File: src/rtl/delta_timeout_queue_assert.svh
// Assertion macros for the delta timeout queue.
// Included by the top level; no other dependencies.
`ifndef DELTA_TIMEOUT_QUEUE_ASSERT_SVH
`define DELTA_TIMEOUT_QUEUE_ASSERT_SVH

`ifndef SYNTHESIS
`define DTQ_ASSERT(label, clk, rst_n, prop) \
  label: assert property (@(posedge clk) disable iff (!rst_n) (prop)) \
    else $error("dtq assertion failed");
`define DTQ_ASSERT_NEXT(label, clk, rst_n, pre, post) \
  label: assert property (@(posedge clk) disable iff (!rst_n) (pre) |=> (post)) \
    else $error("dtq assertion failed");
`else
`define DTQ_ASSERT(label, clk, rst_n, prop)
`define DTQ_ASSERT_NEXT(label, clk, rst_n, pre, post)
`endif

`endif

File: src/rtl/dtq_pkg.sv
// Shared types and constants of the delta timeout queue.
// No dependencies.
package dtq_pkg;

  localparam int unsigned DefCapacity  = 16;
  localparam int unsigned DefTickWidth = 16;
  localparam int unsigned DefIdWidth   = 16;
  localparam int unsigned PortIdWidth   = 16;
  localparam int unsigned PortTickWidth = 16;
  localparam int unsigned OccWidth      = 5;

  typedef enum logic [1:0] {
    CMD_INSERT = 2'd0,
    CMD_TICK   = 2'd1,
    CMD_CANCEL = 2'd2
  } cmd_e;

  typedef enum logic [2:0] {
    ST_INSERTED  = 3'd0,
    ST_FULL      = 3'd1,
    ST_ZERO_WAIT = 3'd2,
    ST_EXPIRED   = 3'd3,
    ST_CANCELLED = 3'd4,
    ST_NOT_FOUND = 3'd5,
    ST_TICK_NONE = 3'd6
  } status_e;

  typedef enum logic [2:0] {
    OP_HOLD,
    OP_TICK,
    OP_INSERT,
    OP_REMOVE
  } op_e;

  typedef enum logic {
    S_IDLE,
    S_EXPIRE
  } state_e;

  typedef struct packed {
    op_e  op;
    logic pop;
  } cell_ctl_t;

endpackage

File: src/rtl/dtq_cell.sv
// One queue cell: waiter id, remaining ticks to its deadline, valid bit.
// Depends on dtq_pkg.
module dtq_cell #(
  parameter int unsigned TICK_WIDTH = dtq_pkg::DefTickWidth,
  parameter int unsigned ID_WIDTH   = dtq_pkg::DefIdWidth
) (
  input  logic                  clk_i,
  input  logic                  rst_ni,
  input  dtq_pkg::cell_ctl_t    ctl_i,
  input  logic [ID_WIDTH-1:0]   new_id_i,
  input  logic [TICK_WIDTH-1:0] new_cum_i,
  input  logic                  left_le_i,
  input  logic                  left_valid_i,
  input  logic [ID_WIDTH-1:0]   left_id_i,
  input  logic [TICK_WIDTH-1:0] left_cum_i,
  input  logic                  right_valid_i,
  input  logic [ID_WIDTH-1:0]   right_id_i,
  input  logic [TICK_WIDTH-1:0] right_cum_i,
  input  logic                  hit_i,
  output logic                  hit_o,
  output logic                  le_o,
  output logic                  valid_o,
  output logic [ID_WIDTH-1:0]   id_o,
  output logic [TICK_WIDTH-1:0] cum_o
);
  import dtq_pkg::*;

  logic                  valid_q, valid_d;
  logic [ID_WIDTH-1:0]   id_q, id_d;
  logic [TICK_WIDTH-1:0] cum_q, cum_d;

  assign le_o  = valid_q && (cum_q <= new_cum_i);
  assign hit_o = hit_i || (valid_q && (id_q == new_id_i));

  always_comb begin
    valid_d = valid_q;
    id_d    = id_q;
    cum_d   = cum_q;
    unique case (ctl_i.op)
      OP_TICK: begin
        if (cum_q != '0) cum_d = cum_q - TICK_WIDTH'(1);
      end
      OP_INSERT: begin
        if (!le_o) begin
          if (left_le_i) begin
            valid_d = 1'b1;
            id_d    = new_id_i;
            cum_d   = new_cum_i;
          end else begin
            valid_d = left_valid_i;
            id_d    = left_id_i;
            cum_d   = left_cum_i;
          end
        end
      end
      OP_REMOVE: begin
        if (hit_o || ctl_i.pop) begin
          valid_d = right_valid_i;
          id_d    = right_id_i;
          cum_d   = right_cum_i;
        end
      end
      default: ;
    endcase
  end

  always_ff @(posedge clk_i or negedge rst_ni) begin
    if (!rst_ni) begin
      valid_q <= 1'b0;
    end else begin
      valid_q <= valid_d;
    end
  end

  always_ff @(posedge clk_i) begin
    id_q  <= id_d;
    cum_q <= cum_d;
  end

  assign valid_o = valid_q;
  assign id_o    = id_q;
  assign cum_o   = cum_q;

endmodule

File: src/rtl/delta_timeout_queue.sv
// Top level of the delta timeout queue: a chain of dtq_cell with a control FSM.
// Depends on dtq_pkg, dtq_cell and delta_timeout_queue_assert.svh.
//
//   channel | signals                                         | dir
//   in      | in_valid_i, in_ready_o, command_i, waiter_id_i, | in
//           | wait_ticks_i                                    |
//   out     | out_valid_o, out_ready_i, status_o,             | out
//           | result_id_o, last_o, occupancy_o                |
//
// Insert, cancel, rejects and ticks without expiry: one output beat per item.
// A tick that expires N waiters: N beats, one pop per cycle while output is free.
// Cells hold remaining ticks to each deadline, so a tick updates all cells at once.
// Reset clears all valid bits and the count; no clearing pass.
// A held output beat stalls acceptance and further expiry pops.
module delta_timeout_queue #(
  parameter int unsigned CAPACITY   = dtq_pkg::DefCapacity,
  parameter int unsigned TICK_WIDTH = dtq_pkg::DefTickWidth,
  parameter int unsigned ID_WIDTH   = dtq_pkg::DefIdWidth
) (
  input  logic                              clk_i,
  input  logic                              rst_ni,
  input  logic                              in_valid_i,
  output logic                              in_ready_o,
  input  logic [1:0]                        command_i,
  input  logic [dtq_pkg::PortIdWidth-1:0]   waiter_id_i,
  input  logic [dtq_pkg::PortTickWidth-1:0] wait_ticks_i,
  output logic                              out_valid_o,
  input  logic                              out_ready_i,
  output logic [2:0]                        status_o,
  output logic [dtq_pkg::PortIdWidth-1:0]   result_id_o,
  output logic                              last_o,
  output logic [dtq_pkg::OccWidth-1:0]      occupancy_o
);
  import dtq_pkg::*;
  `include "delta_timeout_queue_assert.svh"

  localparam int unsigned CntWidth = $clog2(CAPACITY + 1);

  logic [CAPACITY-1:0]                 valid;
  logic [CAPACITY-1:0]                 le;
  logic [CAPACITY:0]                   hit;
  logic [CAPACITY-1:0][ID_WIDTH-1:0]   ids;
  logic [CAPACITY-1:0][TICK_WIDTH-1:0] cums;

  logic [ID_WIDTH-1:0]   id_in;
  logic [TICK_WIDTH-1:0] wait_in;
  cell_ctl_t             ctl;

  state_e              state_q, state_d;
  logic [CntWidth-1:0] count_q, count_d;
  logic                out_valid_q, out_load;
  status_e             status_q, status_d;
  logic [ID_WIDTH-1:0] rid_q, rid_d;
  logic                last_q, last_d;
  logic [CntWidth-1:0] occ_q;
  logic                out_free, accept;

  assign id_in   = ID_WIDTH'(waiter_id_i);
  assign wait_in = TICK_WIDTH'(wait_ticks_i);
  assign hit[0]  = 1'b0;

  for (genvar i = 0; i < CAPACITY; i++) begin : g_cell
    logic                  l_le, l_valid, r_valid;
    logic [ID_WIDTH-1:0]   l_id, r_id;
    logic [TICK_WIDTH-1:0] l_cum, r_cum;
    if (i == 0) begin : g_first
      assign l_le    = 1'b1;
      assign l_valid = 1'b0;
      assign l_id    = '0;
      assign l_cum   = '0;
    end else begin : g_mid
      assign l_le    = le[i-1];
      assign l_valid = valid[i-1];
      assign l_id    = ids[i-1];
      assign l_cum   = cums[i-1];
    end
    if (i == CAPACITY - 1) begin : g_last
      assign r_valid = 1'b0;
      assign r_id    = '0;
      assign r_cum   = '0;
    end else begin : g_inner
      assign r_valid = valid[i+1];
      assign r_id    = ids[i+1];
      assign r_cum   = cums[i+1];
    end
    dtq_cell #(
      .TICK_WIDTH(TICK_WIDTH),
      .ID_WIDTH  (ID_WIDTH)
    ) u_cell (
      .clk_i        (clk_i),
      .rst_ni       (rst_ni),
      .ctl_i        (ctl),
      .new_id_i     (id_in),
      .new_cum_i    (wait_in),
      .left_le_i    (l_le),
      .left_valid_i (l_valid),
      .left_id_i    (l_id),
      .left_cum_i   (l_cum),
      .right_valid_i(r_valid),
      .right_id_i   (r_id),
      .right_cum_i  (r_cum),
      .hit_i        (hit[i]),
      .hit_o        (hit[i+1]),
      .le_o         (le[i]),
      .valid_o      (valid[i]),
      .id_o         (ids[i]),
      .cum_o        (cums[i])
    );
  end

  assign out_free   = !out_valid_q || out_ready_i;
  assign in_ready_o = (state_q == S_IDLE) && out_free;
  assign accept     = in_valid_i && in_ready_o;

  always_comb begin
    state_d  = state_q;
    count_d  = count_q;
    ctl.op   = OP_HOLD;
    ctl.pop  = 1'b0;
    out_load = 1'b0;
    status_d = ST_NOT_FOUND;
    rid_d    = '0;
    last_d   = 1'b1;
    unique case (state_q)
      S_IDLE: begin
        if (accept) begin
          out_load = 1'b1;
          unique case (command_i)
            CMD_INSERT: begin
              if (wait_in == '0) begin
                status_d = ST_ZERO_WAIT;
              end else if (count_q == CntWidth'(CAPACITY)) begin
                status_d = ST_FULL;
              end else begin
                ctl.op   = OP_INSERT;
                count_d  = count_q + CntWidth'(1);
                status_d = ST_INSERTED;
                rid_d    = id_in;
              end
            end
            CMD_TICK: begin
              status_d = ST_TICK_NONE;
              if (count_q != '0) begin
                ctl.op = OP_TICK;
                if (cums[0] <= TICK_WIDTH'(1)) begin
                  out_load = 1'b0;
                  state_d  = S_EXPIRE;
                end
              end
            end
            CMD_CANCEL: begin
              if (hit[CAPACITY]) begin
                ctl.op   = OP_REMOVE;
                count_d  = count_q - CntWidth'(1);
                status_d = ST_CANCELLED;
                rid_d    = id_in;
              end
            end
            default: ;
          endcase
        end
      end
      S_EXPIRE: begin
        if (out_free) begin
          out_load = 1'b1;
          ctl.op   = OP_REMOVE;
          ctl.pop  = 1'b1;
          count_d  = count_q - CntWidth'(1);
          status_d = ST_EXPIRED;
          rid_d    = ids[0];
          last_d   = (count_q == CntWidth'(1)) || (cums[1] != '0);
          if (last_d) state_d = S_IDLE;
        end
      end
      default: ;
    endcase
  end

  always_ff @(posedge clk_i or negedge rst_ni) begin
    if (!rst_ni) begin
      state_q     <= S_IDLE;
      count_q     <= '0;
      out_valid_q <= 1'b0;
    end else begin
      state_q <= state_d;
      count_q <= count_d;
      if (out_load) begin
        out_valid_q <= 1'b1;
      end else if (out_ready_i) begin
        out_valid_q <= 1'b0;
      end
    end
  end

  always_ff @(posedge clk_i) begin
    if (out_load) begin
      status_q <= status_d;
      rid_q    <= rid_d;
      last_q   <= last_d;
      occ_q    <= count_d;
    end
  end

  assign out_valid_o = out_valid_q;
  assign status_o    = status_q;
  assign result_id_o = PortIdWidth'(rid_q);
  assign last_o      = last_q;
  assign occupancy_o = OccWidth'(occ_q);

  `DTQ_ASSERT(a_count_max, clk_i, rst_ni, count_q <= CntWidth'(CAPACITY))
  `DTQ_ASSERT(a_valid_count, clk_i, rst_ni, $countones(valid) == int'(count_q))
  `DTQ_ASSERT(a_expire_nonempty, clk_i, rst_ni, state_q != S_EXPIRE || count_q != '0)
  `DTQ_ASSERT_NEXT(a_load_valid, clk_i, rst_ni, out_load, out_valid_q)

endmodule

File: config.mk
export PLATFORM = sky130hd
export DESIGN_NAME = delta_timeout_queue
export DESIGN_NICKNAME = d
export VERILOG_FILES = /design/src/rtl/dtq_pkg.sv /design/src/rtl/dtq_cell.sv /design/src/rtl/delta_timeout_queue.sv
export VERILOG_INCLUDE_DIRS = /design/src /design/src/rtl
export SDC_FILE = /design/constraint.sdc
export NUM_CORES = 2
export LEC_CHECK = 0
export ABC_AREA = 1
export BUFFER_PORTS_ARGS = -buffer_cell sky130_fd_sc_hd__buf_2
export CAP_MARGIN = 20
export CELL_PAD_IN_SITES_DETAIL_PLACEMENT = 0
export CELL_PAD_IN_SITES_GLOBAL_PLACEMENT = 2
export CORE_ASPECT_RATIO = 1.1
export CORE_MARGIN = 5
export CORE_UTILIZATION = 36
export DETAILED_ROUTE_END_ITERATION = 6
export PLACE_DENSITY = 0.78
export RECOVER_POWER = 25
export SKIP_LAST_GASP = 1
export SLEW_MARGIN = 20
export SYNTH_ARGS = -nofsm -noshare
export SYNTH_HDL_FRONTEND = slang
export SYNTH_HIERARCHICAL = 1
export SYNTH_SLANG_ARGS = --single-unit
File: constraint.sdc
create_clock -name clk_i -period 6.2 [get_ports clk_i]
set_clock_uncertainty 0.1 [all_clocks]
set_input_delay 0.31 -clock clk_i [delete_from_list [all_inputs] [get_ports clk_i]]
set_output_delay 0.31 -clock clk_i [all_outputs]
set_load 0.02 [all_outputs]
==> results.txt <==
Status = finished, violations left
Failing checks = capacitance limit, slew limit
Hold path start = waiter_id_i[15]
CTS tree = done
Max Transition Viols Final = 39
Cell mode on critical path = nand2_1
H-Tree Level Count = 3
Top delay family on crit path = simple AND/OR/NAND/NOR gates
Max-Cap Viols = 2
First-pass GRT wire length = 271.5 mm
Row Count = 141
Crit path max fanout = 27
Starting Density = 0.3627
Total chip power = 0.01190 W
WL final = 177.8 mm
Clk slew on worst S/H paths = 0.06 ns
Relative slew slack = -0.7673
Vias in the first global route = 45,010
Final setup violating endpoints = 0
I/O Buffers = 64
Fin crit share = 0.9166
Lkg Pwr = 25.48 nW
DIE AREA = 0.1431 sq mm
Cts bufs inserted = 75
CP startpoint = g_cell[0].u_cell/id_o[3]
Clock sink count = 560
Largest net degree at the start of global routing = 51
Drt pass-1 iters = 6
Avg Synthesized Cell Area = 7.022 sq um
IO Pins = 65
Final Hold Fails = 0
WP data arrival = 5.95 ns
Crit Path Category = reg2reg
Total track usage = 0.2431
Post-route DRC = 0
Core region area = 0.1346 sq mm
Layout cell share with drive strength beyond 1 = 0.1026
Latest clock arrival within the worst-skew pair = 0.68 ns
Final net count = 7,512
Gate Count Post-Synth = 6,952
Area delta synth->final = 13.45%
Number of synthesis warnings = 6
Crit path buffers/inverters = 23
Min cycle time layout = 5.683 ns
GR Overflow Total = 0
Root buf cell = clkbuf_16
Vias/cell = 5.035
WP data required = 6.47 ns
Total number of vias = 45,550
GPL Wtd Cong = 0.8328
Initial antenna violation count = 5
Crit path largest cell delay = 0.43 ns
PwrDens = 214.9 mW/mm^2
Die height = 396.2 um
Peak Freq = 176.0 MHz
Maximum VDD drop = 0.1840 mV
CP Capture Type = flop
Crit path launch type = flop
Remaining antenna violation count = 0
Initial drt markers = 3,304
Chip width = 361.1 um
Postcts setup bufs = 0
DR WL/cell = 19.65 um
Hold WC Path Type = in2reg
Setup TNS = 0 ns
FF-to-FF Start = g_cell[0].u_cell/id_o[3]
Crit-path slowest cell = edfxtp_1
Post-DP HPWL = 135.9 mm
Worst Tran Pin Value = 2.651 ns
Post-Syn Area = 0.04882 sq mm
Clock tree buffer depth = 3
-- final cells by class --
| class | instances | area [sq um] |
|---|---|---|
| antenna | 1 | 2.502 |
| clock buffer | 96 | 2007 |
| clock inverter | 43 | 381.6 |
| fill | 14220 | 79220 |
| inverter | 1056 | 4026 |
| multi-input combinational | 5221 | 27530 |
| sequential | 560 | 16700 |
| tap | 1787 | 2236 |
| timing repair buffer | 284 | 2501 |
-- layout by cell type, fill, tap and decap left out, types with 83 or more instances in the layout --
cell,count
ha_1,276
nor2_1,625
buf_4,162
a31oi_1,240
conb_1,99
nand3_1,292
a21oi_1,192
xnor2_1,97
nor2_2,83
nand2_1,2365
edfxtp_1,537
o21ai_0,288
o211ai_1,98
inv_1,950
-- sequential cells by signal (all words and copies together) (netlist names) --
signal	cells
g_cell.u_cell/valid_o	16
g_cell.u_cell/id_o	256
count_q	5
out_valid_o	1
occupancy_o	5
last_o	1
g_cell.u_cell/cum_o	256
status_o	3
result_id_o	16
state_q	1
-- layer usage --
layer  vias up  part of all wire  track usage
met5         -                 0            0
met4         0             0.035      0.08566
met3       293             0.036      0.02356
met2       935              0.50       0.4407
met1     21290              0.42       0.3000
li1      23040                 -            -
-- final timing paths --
path	slack (ns)	cells after the start	endpoint
max	0.52	54	g_cell[6].u_cell/id_o[4]
min reg2reg	0.44	2	g_cell[0].u_cell/valid_o
min in group asynchronous	1.00	3	g_cell[15].u_cell/valid_o
max reg2reg	0.52	54	g_cell[6].u_cell/id_o[4]
min	0.11	4	result_id_o[15]
max in group asynchronous	3.47	3	g_cell[4].u_cell/valid_o
-- per-stage QoR --
stage          setup slack, ns  area [sq um]  std cells  utilization  hold WS (ns)
3_3_place_gp            0.2060         52850       8893       0.3926        0.3333
6_report                0.5171         55380       9048       0.4115        0.1058
2_1_floorplan           0.9925         49180       7049            -      -0.08559
4_1_cts                 0.3071         55380       9046       0.4114       0.03045
3_5_place_dp            0.2896         52850       8893       0.3926        0.3378
5_1_grt              -0.001488         55380       9048       0.4115       0.09112
-- worst min-delay path, stage by stage --
cell     delay, ns
buf_2         0.18
buf_12        0.14
nand2_1       0.05
nand2_1       0.08
-- power by group --
group | internal, W | switching [W] | leakage (nW) | total [W]
combinational | 0.000919 | 0.00182 | 19.1 | 0.00274
sequential | 0.00447 | 0.000329 | 5.22 | 0.00480
clock | 0.00248 | 0.00189 | 1.15 | 0.00437
total | 0.00787 | 0.00404 | 25.5 | 0.0119
-- what timing repair did --
| item | 4_1_cts | 5_1_grt |
|---|---|---|
| hold buffers | 14 | 0 |
| resized for setup | 0 | 11 |
| setup endpoints to repair | 0 | 529 |
| endpoints found under the hold margin | 41 | 0 |
(Power assumes the default switching activity.)
